<file path="src/rtl/gdd_pkg.sv">
`default_nettype none
package gdd_pkg;

    localparam int YEAR_W   = 14;
    localparam int MONTH_W  = 4;
    localparam int DAY_W    = 5;
    localparam int SERIAL_W = 24;
    localparam int DIFF_W   = 23;
    localparam int WIDE_W   = 25;

    // register stages in each date conversion
    localparam int CONV_STAGES = 3;

    // floor(x / 25) = (x * RECIP_25) >> RECIP_SH for x below 4096
    localparam int RECIP_25 = 1311;
    localparam int RECIP_SH = 15;
    localparam int PROD_W   = 23;

    localparam logic signed [WIDE_W-1:0] DIFF_MAX = 25'sd4194303;
    localparam logic signed [WIDE_W-1:0] DIFF_MIN = -25'sd4194304;

    localparam logic [MONTH_W-1:0] MONTH_JAN = 4'd1;
    localparam logic [MONTH_W-1:0] MONTH_FEB = 4'd2;
    localparam logic [MONTH_W-1:0] MONTH_DEC = 4'd12;

    typedef logic signed [SERIAL_W-1:0] t_serial;

    typedef struct packed {
        t_serial serial;
        logic    ok;
    } t_date_res;

    // days in the months before month m of a common year
    function automatic logic [8:0] days_before(input logic [MONTH_W-1:0] m);
        logic [8:0] v;
        case (m)
            4'd0:    v = 9'd0;
            4'd1:    v = 9'd0;
            4'd2:    v = 9'd31;
            4'd3:    v = 9'd59;
            4'd4:    v = 9'd90;
            4'd5:    v = 9'd120;
            4'd6:    v = 9'd151;
            4'd7:    v = 9'd181;
            4'd8:    v = 9'd212;
            4'd9:    v = 9'd243;
            4'd10:   v = 9'd273;
            4'd11:   v = 9'd304;
            4'd12:   v = 9'd334;
            default: v = 9'd365;
        endcase
        return v;
    endfunction

    // month length, zero for a month that does not exist
    function automatic logic [DAY_W-1:0] month_len(input logic [MONTH_W-1:0] m,
                                                   input logic leap);
        logic [DAY_W-1:0] v;
        case (m)
            4'd1, 4'd3, 4'd5, 4'd7, 4'd8, 4'd10, 4'd12: v = 5'd31;
            4'd4, 4'd6, 4'd9, 4'd11:                    v = 5'd30;
            4'd2:    v = leap ? 5'd29 : 5'd28;
            default: v = 5'd0;
        endcase
        return v;
    endfunction

endpackage
`default_nettype wire

</file>
<file path="src/rtl/gdd_date_conv.sv">
`default_nettype none
module gdd_date_conv (
    input  wire logic                      i_clk,
    input  wire logic [gdd_pkg::YEAR_W-1:0]  i_year,
    input  wire logic [gdd_pkg::MONTH_W-1:0] i_month,
    input  wire logic [gdd_pkg::DAY_W-1:0]   i_day,
    output gdd_pkg::t_date_res             o_res
);
    import gdd_pkg::*;

    // stage 1: year splits, quotients by 25 via reciprocal
    logic [YEAR_W-1:0]  r_s1_year, r_s1_p;
    logic [MONTH_W-1:0] r_s1_month;
    logic [DAY_W-1:0]   r_s1_day;
    logic [11:0]        r_s1_q4p, r_s1_qy;
    logic [7:0]         r_s1_q100p, r_s1_qy25;
    logic               r_s1_y0;

    logic [YEAR_W-1:0]  n_s1_p;
    logic [11:0]        n_s1_q4p, n_s1_qy;
    logic [PROD_W-1:0]  n_prod_p, n_prod_y;

    always_comb begin
        n_s1_p   = i_year - YEAR_W'(1);
        n_s1_q4p = n_s1_p[YEAR_W-1:2];
        n_s1_qy  = i_year[YEAR_W-1:2];
        n_prod_p = PROD_W'(n_s1_q4p) * PROD_W'(RECIP_25);
        n_prod_y = PROD_W'(n_s1_qy) * PROD_W'(RECIP_25);
    end

    always_ff @(posedge i_clk) begin
        r_s1_year  <= i_year;
        r_s1_month <= i_month;
        r_s1_day   <= i_day;
        r_s1_p     <= n_s1_p;
        r_s1_q4p   <= n_s1_q4p;
        r_s1_qy    <= n_s1_qy;
        r_s1_q100p <= n_prod_p[PROD_W-1:RECIP_SH];
        r_s1_qy25  <= n_prod_y[PROD_W-1:RECIP_SH];
        r_s1_y0    <= (i_year == '0);
    end

    // stage 2: days in earlier years, leap flag
    t_serial            r_s2_prior;
    logic               r_s2_leap;
    logic [MONTH_W-1:0] r_s2_month;
    logic [DAY_W-1:0]   r_s2_day;

    t_serial     n_s2_prior;
    logic        n_s2_leap;
    logic [12:0] n_rem25;

    always_comb begin
        n_rem25 = 13'(r_s1_qy) - 13'(r_s1_qy25) * 13'd25;
        n_s2_leap = (r_s1_year[1:0] == 2'b00) &&
                    ((n_rem25 != '0) || (r_s1_qy25[1:0] == 2'b00));
        if (r_s1_y0) begin
            n_s2_prior = -SERIAL_W'(365);
        end else begin
            n_s2_prior = SERIAL_W'(r_s1_p) * SERIAL_W'(365) + SERIAL_W'(r_s1_q4p)
                         - SERIAL_W'(r_s1_q100p) + SERIAL_W'(r_s1_q100p[7:2]);
        end
    end

    always_ff @(posedge i_clk) begin
        r_s2_prior <= n_s2_prior;
        r_s2_leap  <= n_s2_leap;
        r_s2_month <= r_s1_month;
        r_s2_day   <= r_s1_day;
    end

    // stage 3: add months and day, check the date
    t_date_res r_s3_res;
    t_date_res n_s3_res;
    logic      n_leap_day;

    always_comb begin
        n_leap_day = r_s2_leap && (r_s2_month > MONTH_FEB);
        n_s3_res.serial = r_s2_prior + SERIAL_W'(days_before(r_s2_month))
                          + SERIAL_W'(r_s2_day) + SERIAL_W'(n_leap_day);
        n_s3_res.ok = (r_s2_day != '0) && (r_s2_month >= MONTH_JAN) &&
                      (r_s2_month <= MONTH_DEC) &&
                      (r_s2_day <= month_len(r_s2_month, r_s2_leap));
    end

    always_ff @(posedge i_clk) begin
        r_s3_res <= n_s3_res;
    end

    assign o_res = r_s3_res;

endmodule
`default_nettype wire

</file>
<file path="src/rtl/gdd_compare.sv">
`default_nettype none
module gdd_compare (
    input  wire logic                     i_clk,
    input  wire logic                     i_rst_n,
    input  wire logic                     i_vld,
    input  wire logic                     i_eq,
    input  wire gdd_pkg::t_date_res       i_first,
    input  wire gdd_pkg::t_date_res       i_second,
    output logic                          o_strobe,
    output logic [gdd_pkg::DIFF_W-1:0]    o_diff,
    output logic                          o_first_valid,
    output logic                          o_second_valid,
    output logic                          o_first_earlier,
    output logic                          o_first_later,
    output logic                          o_equal
);
    import gdd_pkg::*;

    logic               r_strobe;
    logic [DIFF_W-1:0]  r_diff;
    logic               r_fv, r_sv, r_lt, r_gt, r_eq;

    logic signed [WIDE_W-1:0] n_wide;
    logic [DIFF_W-1:0]        n_diff;

    always_comb begin
        n_wide = WIDE_W'(i_first.serial) - WIDE_W'(i_second.serial);
        if (n_wide > DIFF_MAX) begin
            n_diff = DIFF_MAX[DIFF_W-1:0];
        end else if (n_wide < DIFF_MIN) begin
            n_diff = DIFF_MIN[DIFF_W-1:0];
        end else begin
            n_diff = n_wide[DIFF_W-1:0];
        end
    end

    always_ff @(posedge i_clk) begin
        if (!i_rst_n) begin
            r_strobe <= 1'b0;
        end else begin
            r_strobe <= i_vld;
        end
    end

    always_ff @(posedge i_clk) begin
        r_diff <= n_diff;
        r_fv   <= i_first.ok;
        r_sv   <= i_second.ok;
        r_lt   <= i_first.serial < i_second.serial;
        r_gt   <= i_first.serial > i_second.serial;
        r_eq   <= i_eq;
    end

    assign o_strobe        = r_strobe;
    assign o_diff          = r_diff;
    assign o_first_valid   = r_fv;
    assign o_second_valid  = r_sv;
    assign o_first_earlier = r_lt;
    assign o_first_later   = r_gt;
    assign o_equal         = r_eq;

endmodule
`default_nettype wire

</file>
<file path="src/rtl/gregorian_date_difference_top.sv">
// Throughput: one item per cycle; three conversion stages and one compare stage.
// busy is held low: every pipeline stage advances each cycle and the receiver
// cannot stall, so nothing ever waits.
// Reset (i_rst_n, synchronous, active low) clears the stage valid bits and the strobe;
// data registers are not reset.
`default_nettype none
module gregorian_date_difference_top (
    input  wire logic                        i_clk,
    input  wire logic                        i_rst_n,
    input  wire logic                        start,
    output logic                             busy,
    input  wire logic [gdd_pkg::YEAR_W-1:0]  i_first_year,
    input  wire logic [gdd_pkg::MONTH_W-1:0] i_first_month,
    input  wire logic [gdd_pkg::DAY_W-1:0]   i_first_day,
    input  wire logic [gdd_pkg::YEAR_W-1:0]  i_second_year,
    input  wire logic [gdd_pkg::MONTH_W-1:0] i_second_month,
    input  wire logic [gdd_pkg::DAY_W-1:0]   i_second_day,
    output logic                             o_strobe,
    output logic signed [gdd_pkg::DIFF_W-1:0] o_day_difference,
    output logic                             o_first_valid,
    output logic                             o_second_valid,
    output logic                             o_first_earlier,
    output logic                             o_first_later,
    output logic                             o_dates_equal
);
    import gdd_pkg::*;

    // valid bit per conversion stage; one item may enter every cycle
    logic [CONV_STAGES-1:0] r_vld;
    // raw-field equality travels alongside the item
    logic [CONV_STAGES-1:0] r_eq;

    logic      n_eq;
    t_date_res first_res, second_res;
    logic [DIFF_W-1:0] diff_bits;

    assign busy = 1'b0;
    assign n_eq = (i_first_year == i_second_year) && (i_first_month == i_second_month) &&
                  (i_first_day == i_second_day);

    always_ff @(posedge i_clk) begin
        if (!i_rst_n) begin
            r_vld <= '0;
        end else begin
            r_vld <= {r_vld[CONV_STAGES-2:0], start};
        end
    end

    always_ff @(posedge i_clk) begin
        r_eq <= {r_eq[CONV_STAGES-2:0], n_eq};
    end

    // each date becomes a serial day number in three stages
    gdd_date_conv u_conv_first (
        .i_clk   (i_clk),
        .i_year  (i_first_year),
        .i_month (i_first_month),
        .i_day   (i_first_day),
        .o_res   (first_res)
    );

    gdd_date_conv u_conv_second (
        .i_clk   (i_clk),
        .i_year  (i_second_year),
        .i_month (i_second_month),
        .i_day   (i_second_day),
        .o_res   (second_res)
    );

    // difference with saturation, ordering flags, output register
    gdd_compare u_compare (
        .i_clk           (i_clk),
        .i_rst_n         (i_rst_n),
        .i_vld           (r_vld[CONV_STAGES-1]),
        .i_eq            (r_eq[CONV_STAGES-1]),
        .i_first         (first_res),
        .i_second        (second_res),
        .o_strobe        (o_strobe),
        .o_diff          (diff_bits),
        .o_first_valid   (o_first_valid),
        .o_second_valid  (o_second_valid),
        .o_first_earlier (o_first_earlier),
        .o_first_later   (o_first_later),
        .o_equal         (o_dates_equal)
    );

    assign o_day_difference = diff_bits;

endmodule
`default_nettype wire

</file>
<file path="config.mk">
export PLATFORM = sky130hd
export DESIGN_NAME = gregorian_date_difference_top
export DESIGN_NICKNAME = d
export VERILOG_FILES = /design/src/rtl/gdd_pkg.sv /design/src/rtl/gdd_date_conv.sv /design/src/rtl/gdd_compare.sv /design/src/rtl/gregorian_date_difference_top.sv
export SDC_FILE = /design/constraint.sdc
export NUM_CORES = 2
export LEC_CHECK = 0
export ABC_AREA = 0
export BUFFER_PORTS_ARGS = -buffer_cell sky130_fd_sc_hd__buf_4
export CORE_UTILIZATION = 40
export DETAILED_ROUTE_END_ITERATION = 7
export GPL_TIMING_DRIVEN = 0
export PLACE_DENSITY_LB_ADDON = 0.05
export SETUP_SLACK_MARGIN = 0.5
export SYNTH_ARGS = -nofsm -noshare
export SYNTH_HDL_FRONTEND = slang
export SYNTH_SLANG_ARGS = --single-unit
</file>
<file path="constraint.sdc">
create_clock -name i_clk -period 6.5 [get_ports i_clk]
set_input_delay 0.65 -clock i_clk [delete_from_list [all_inputs] [get_ports i_clk]]
set_output_delay 0.65 -clock i_clk [all_outputs]
set_load 0.01 [all_outputs]
</file>
==> impl_metrics.env <==
export IMPL_critPathLaunchType="input pin"
export IMPL_place_ws_ns=-0.905
export IMPL_hold_depth=1
export IMPL_netlist_instances=3120
export IMPL_hpwlAfterDp_um=55700
export IMPL_layout_setup_ws_ns=0.741
export IMPL_crit_required_ns=6.92
export IMPL_clk_latency_ns=0.55
export IMPL_vias=20800
export IMPL_gp_congestion=0.829
export IMPL_clk_path_buf_depth=3
export IMPL_ys_ff_latch=279
export IMPL_grt_setup_unrepaired="no"
export IMPL_period_share_pct=88.6
export IMPL_hold_path_class="in -> reg"
export IMPL_final_max_slew_violation_count=0
export IMPL_synthTopCellsByCount="724 x inv_1, 717 x ha_1, 351 x fa_1"
export IMPL_htree_levels=2
export IMPL_yosysWarningCount=0
export IMPL_max_cap_violations=0
export IMPL_yosysMostFrequentCell="inv_1"
export IMPL_vias_per_cell=4.78
export IMPL_cts_sinks=279
export IMPL_synth_edf_count=0
export IMPL_grtUsageTotal_pct=17.7
export IMPL_crit_type="in -> reg"
export IMPL_io_pins=79
export IMPL_antenna_left=0
export IMPL_endpoint_kind="flop"
export IMPL_nets=4411
export IMPL_grt_pass1_vias=22400
export IMPL_avgSynthCellArea_um2=9.99
export IMPL_cts_tree="built"
export IMPL_cpPeakStageDelay_ns=0.53
export IMPL_cts_root_buf="clkbuf_16"
export IMPL_fill_cells=7232
export IMPL_slew_headroom_pct=21.2
export IMPL_n_antenna_cell=0
export IMPL_clk_pin_slew_worst_paths_ns=0.05
export IMPL_outcome="finished, final reports clean"
export IMPL_num_rows=101
export IMPL_synthTopCellsByArea="ha_1 29%, fa_1 23%, dfxtp_1 18%"
export IMPL_r2r_end="u_conv_second.r_s2_prior[16]$_SDFF_PP1_"
export IMPL_grt_overflow=0
export IMPL_multi_input_area_um2=23300
export IMPL_setup_viol=0
export IMPL_grt_pass1_wl_um=112000
export IMPL_min_to="u_conv_first.r_s1_day[0]$_DFF_P_"
export IMPL_antenna_found_initial=0
export IMPL_ys_flop_type="dfxtp_1"
export IMPL_dieArea_um2=79000
export IMPL_syn_num_nets=4237
export IMPL_synth_cell_types=75
export IMPL_crit_reg2reg_launch="u_conv_second.r_s1_p[6]$_DFF_P_"
export IMPL_synth_area_leader_cell="ha_1"
export IMPL_critPathMaxFanout=9
export IMPL_start_util_pct=40.7
export IMPL_worstPathArrival_ns=6.17
export IMPL_yosysSeqAreaShare_pct=17.9
export IMPL_drt_wl_total_um=65900
export IMPL_fp_dieW_um=281
export IMPL_port_buffers=77
export IMPL_rr_worst_depth=18
export IMPL_grt_start_max_net_pins=14
export IMPL_fp_dieH_um=281
export IMPL_seq_area_um2=5590
export IMPL_numCtsBuffers=37
export IMPL_hold_viol_final=0
export IMPL_fmax_mhz=174
export IMPL_min_from="i_first_day[0]"
export IMPL_slowest_stage="fa_1"
export IMPL_yosysTopAreaCellShare_pct=28.8
export IMPL_initialDrtViolationCount=667
export IMPL_area_growth_syn_to_layout_pct=13.6
export IMPL_finalWorstPathRequiredPeriod_ns=5.76
export IMPL_coreArea_um2=76500
export IMPL_reg2reg_slack_ns=0.92
export IMPL_wire_per_inst_um=15.1
export IMPL_dr_pass1_iters=5
export IMPL_drc=0
export IMPL_mappedNetlistArea_um2=31200
export IMPL_drive_gt1_share_pct=10.1
export IMPL_worst_pin_slew_ns=1.17
export IMPL_fin_worst_skew_ns=0.0247
export IMPL_async_reset_ff_share_pct=0
flip-flops by register name, indices dropped and copies added (netlist names), 8 cells and up, named ones only:
| signal | count |
|---|---|
| u_conv_second.r_s1_qy25 | 8 |
| u_conv_second.r_s1_p | 14 |
| u_conv_second.r_s2_prior | 24 |
| u_conv_first.o_res | 25 |
| u_conv_first.r_s2_prior | 24 |
| u_conv_first.r_s1_q100p | 8 |
| u_conv_first.r_s1_p | 14 |
| u_conv_second.o_res | 25 |
| u_conv_first.r_s1_qy25 | 8 |
| u_conv_first.r_s1_qy | 12 |
| u_conv_second.r_s1_q100p | 8 |
| u_compare.o_diff | 23 |
| u_conv_second.r_s1_qy | 12 |
critical path: cells and delay by family:
family	cells	cell delay, ns
buffers and inverters	8	0.78
AOI/OAI and AO/OA	6	1.05
xor gates and xnor gates	3	0.48
and+or+nand+nor	6	0.64
adders and majority gates	7	2.53
timing repair:
action                                 4_1_cts  5_1_grt
setup buffers                               20       38
setup endpoints to repair                   15       10
hold buffers                                 0        0
gates cloned                                 0        0
pin swaps                                   14       33
endpoints found under the hold margin        0        0
gates resized for setup                     53       57
cells by family after synthesis:
kind of cell	after synthesis	synth area share (%)
buffers and inverters	744	9.09
and+or+nand+nor	419	6.85
adders and majority gates	1068	51.3
other	1	0.0120
muxes	23	0.839
AOI/OAI and AO/OA	388	8.34
DFF	279	17.9
xor gates and xnor gates	198	5.59
per-stage QoR:
stage	cell area, um^2	hold WS [ns]	std cells	TNS, ns	utilization [%]
floorplan	31200	0.310	3120	0	-
global placement	33100	0.313	4227	-7.94	43.3
detailed placement	33100	0.315	4227	-8.48	43.3
CTS	34800	0.199	4312	0	45.6
global route	35400	0.214	4350	0	46.3
finish	35400	0.242	4350	0	46.3
how the worst max path moves through the flow:
stage | startpoint | end | cells after the start
2_1_floorplan | i_second_year[0] | u_conv_second.r_s1_q100p[7]$_DFF_P_ | 25
3_3_place_gp | i_first_year[3] | u_conv_first.r_s1_q100p[7]$_DFF_P_ | 29
3_5_place_dp | i_first_year[3] | u_conv_first.r_s1_q100p[7]$_DFF_P_ | 29
4_1_cts | i_second_year[2] | u_conv_second.r_s1_q100p[7]$_DFF_P_ | 25
5_1_grt | i_first_year[3] | u_conv_first.r_s1_q100p[7]$_DFF_P_ | 30
6_report | i_first_year[4] | u_conv_first.r_s1_q100p[7]$_DFF_P_ | 30
final cells by class:
cell class / count / area share [%]
multi-input cells: 2097 / 65.7
flip-flops and latches: 279 / 15.8
inverters: 724 / 7.81
well taps: 1030 / 3.64
repair buffers: 135 / 3.07
clock buffers: 47 / 2.92
clock inverters: 18 / 0.714
plain buffers: 20 / 0.325
cells in the final DEF (no fill, tap or decap), drive strengths merged, types with 15 or more instances in the layout:
master and instances:
xnor2 134, clkbuf 55, nor2b 31, nor2 95
nand4 17, inv 719, o21a 21, a21oi 94
a21o 55, nand2 84, buf 147, o21ai 98
nor3 29, dfxtp 279, a211oi 22, a31oi 15
ha 717, fa 351, and3 26, nor4 15
xor2 64, mux2i 16, nand2b 35, nand3 39
layer usage:
| metal | wire, um | global-route usage, % |
|---|---|---|
| met2 | 30200 | 29.4 |
| met5 | 0 | 0 |
| met1 | 32300 | 24.1 |
| met4 | 1400 | 4.61 |
| met3 | 1990 | 2.09 |
Power is not shown: default switching activity piles up to over one toggle a cycle in this logic, so the estimate is an artifact.
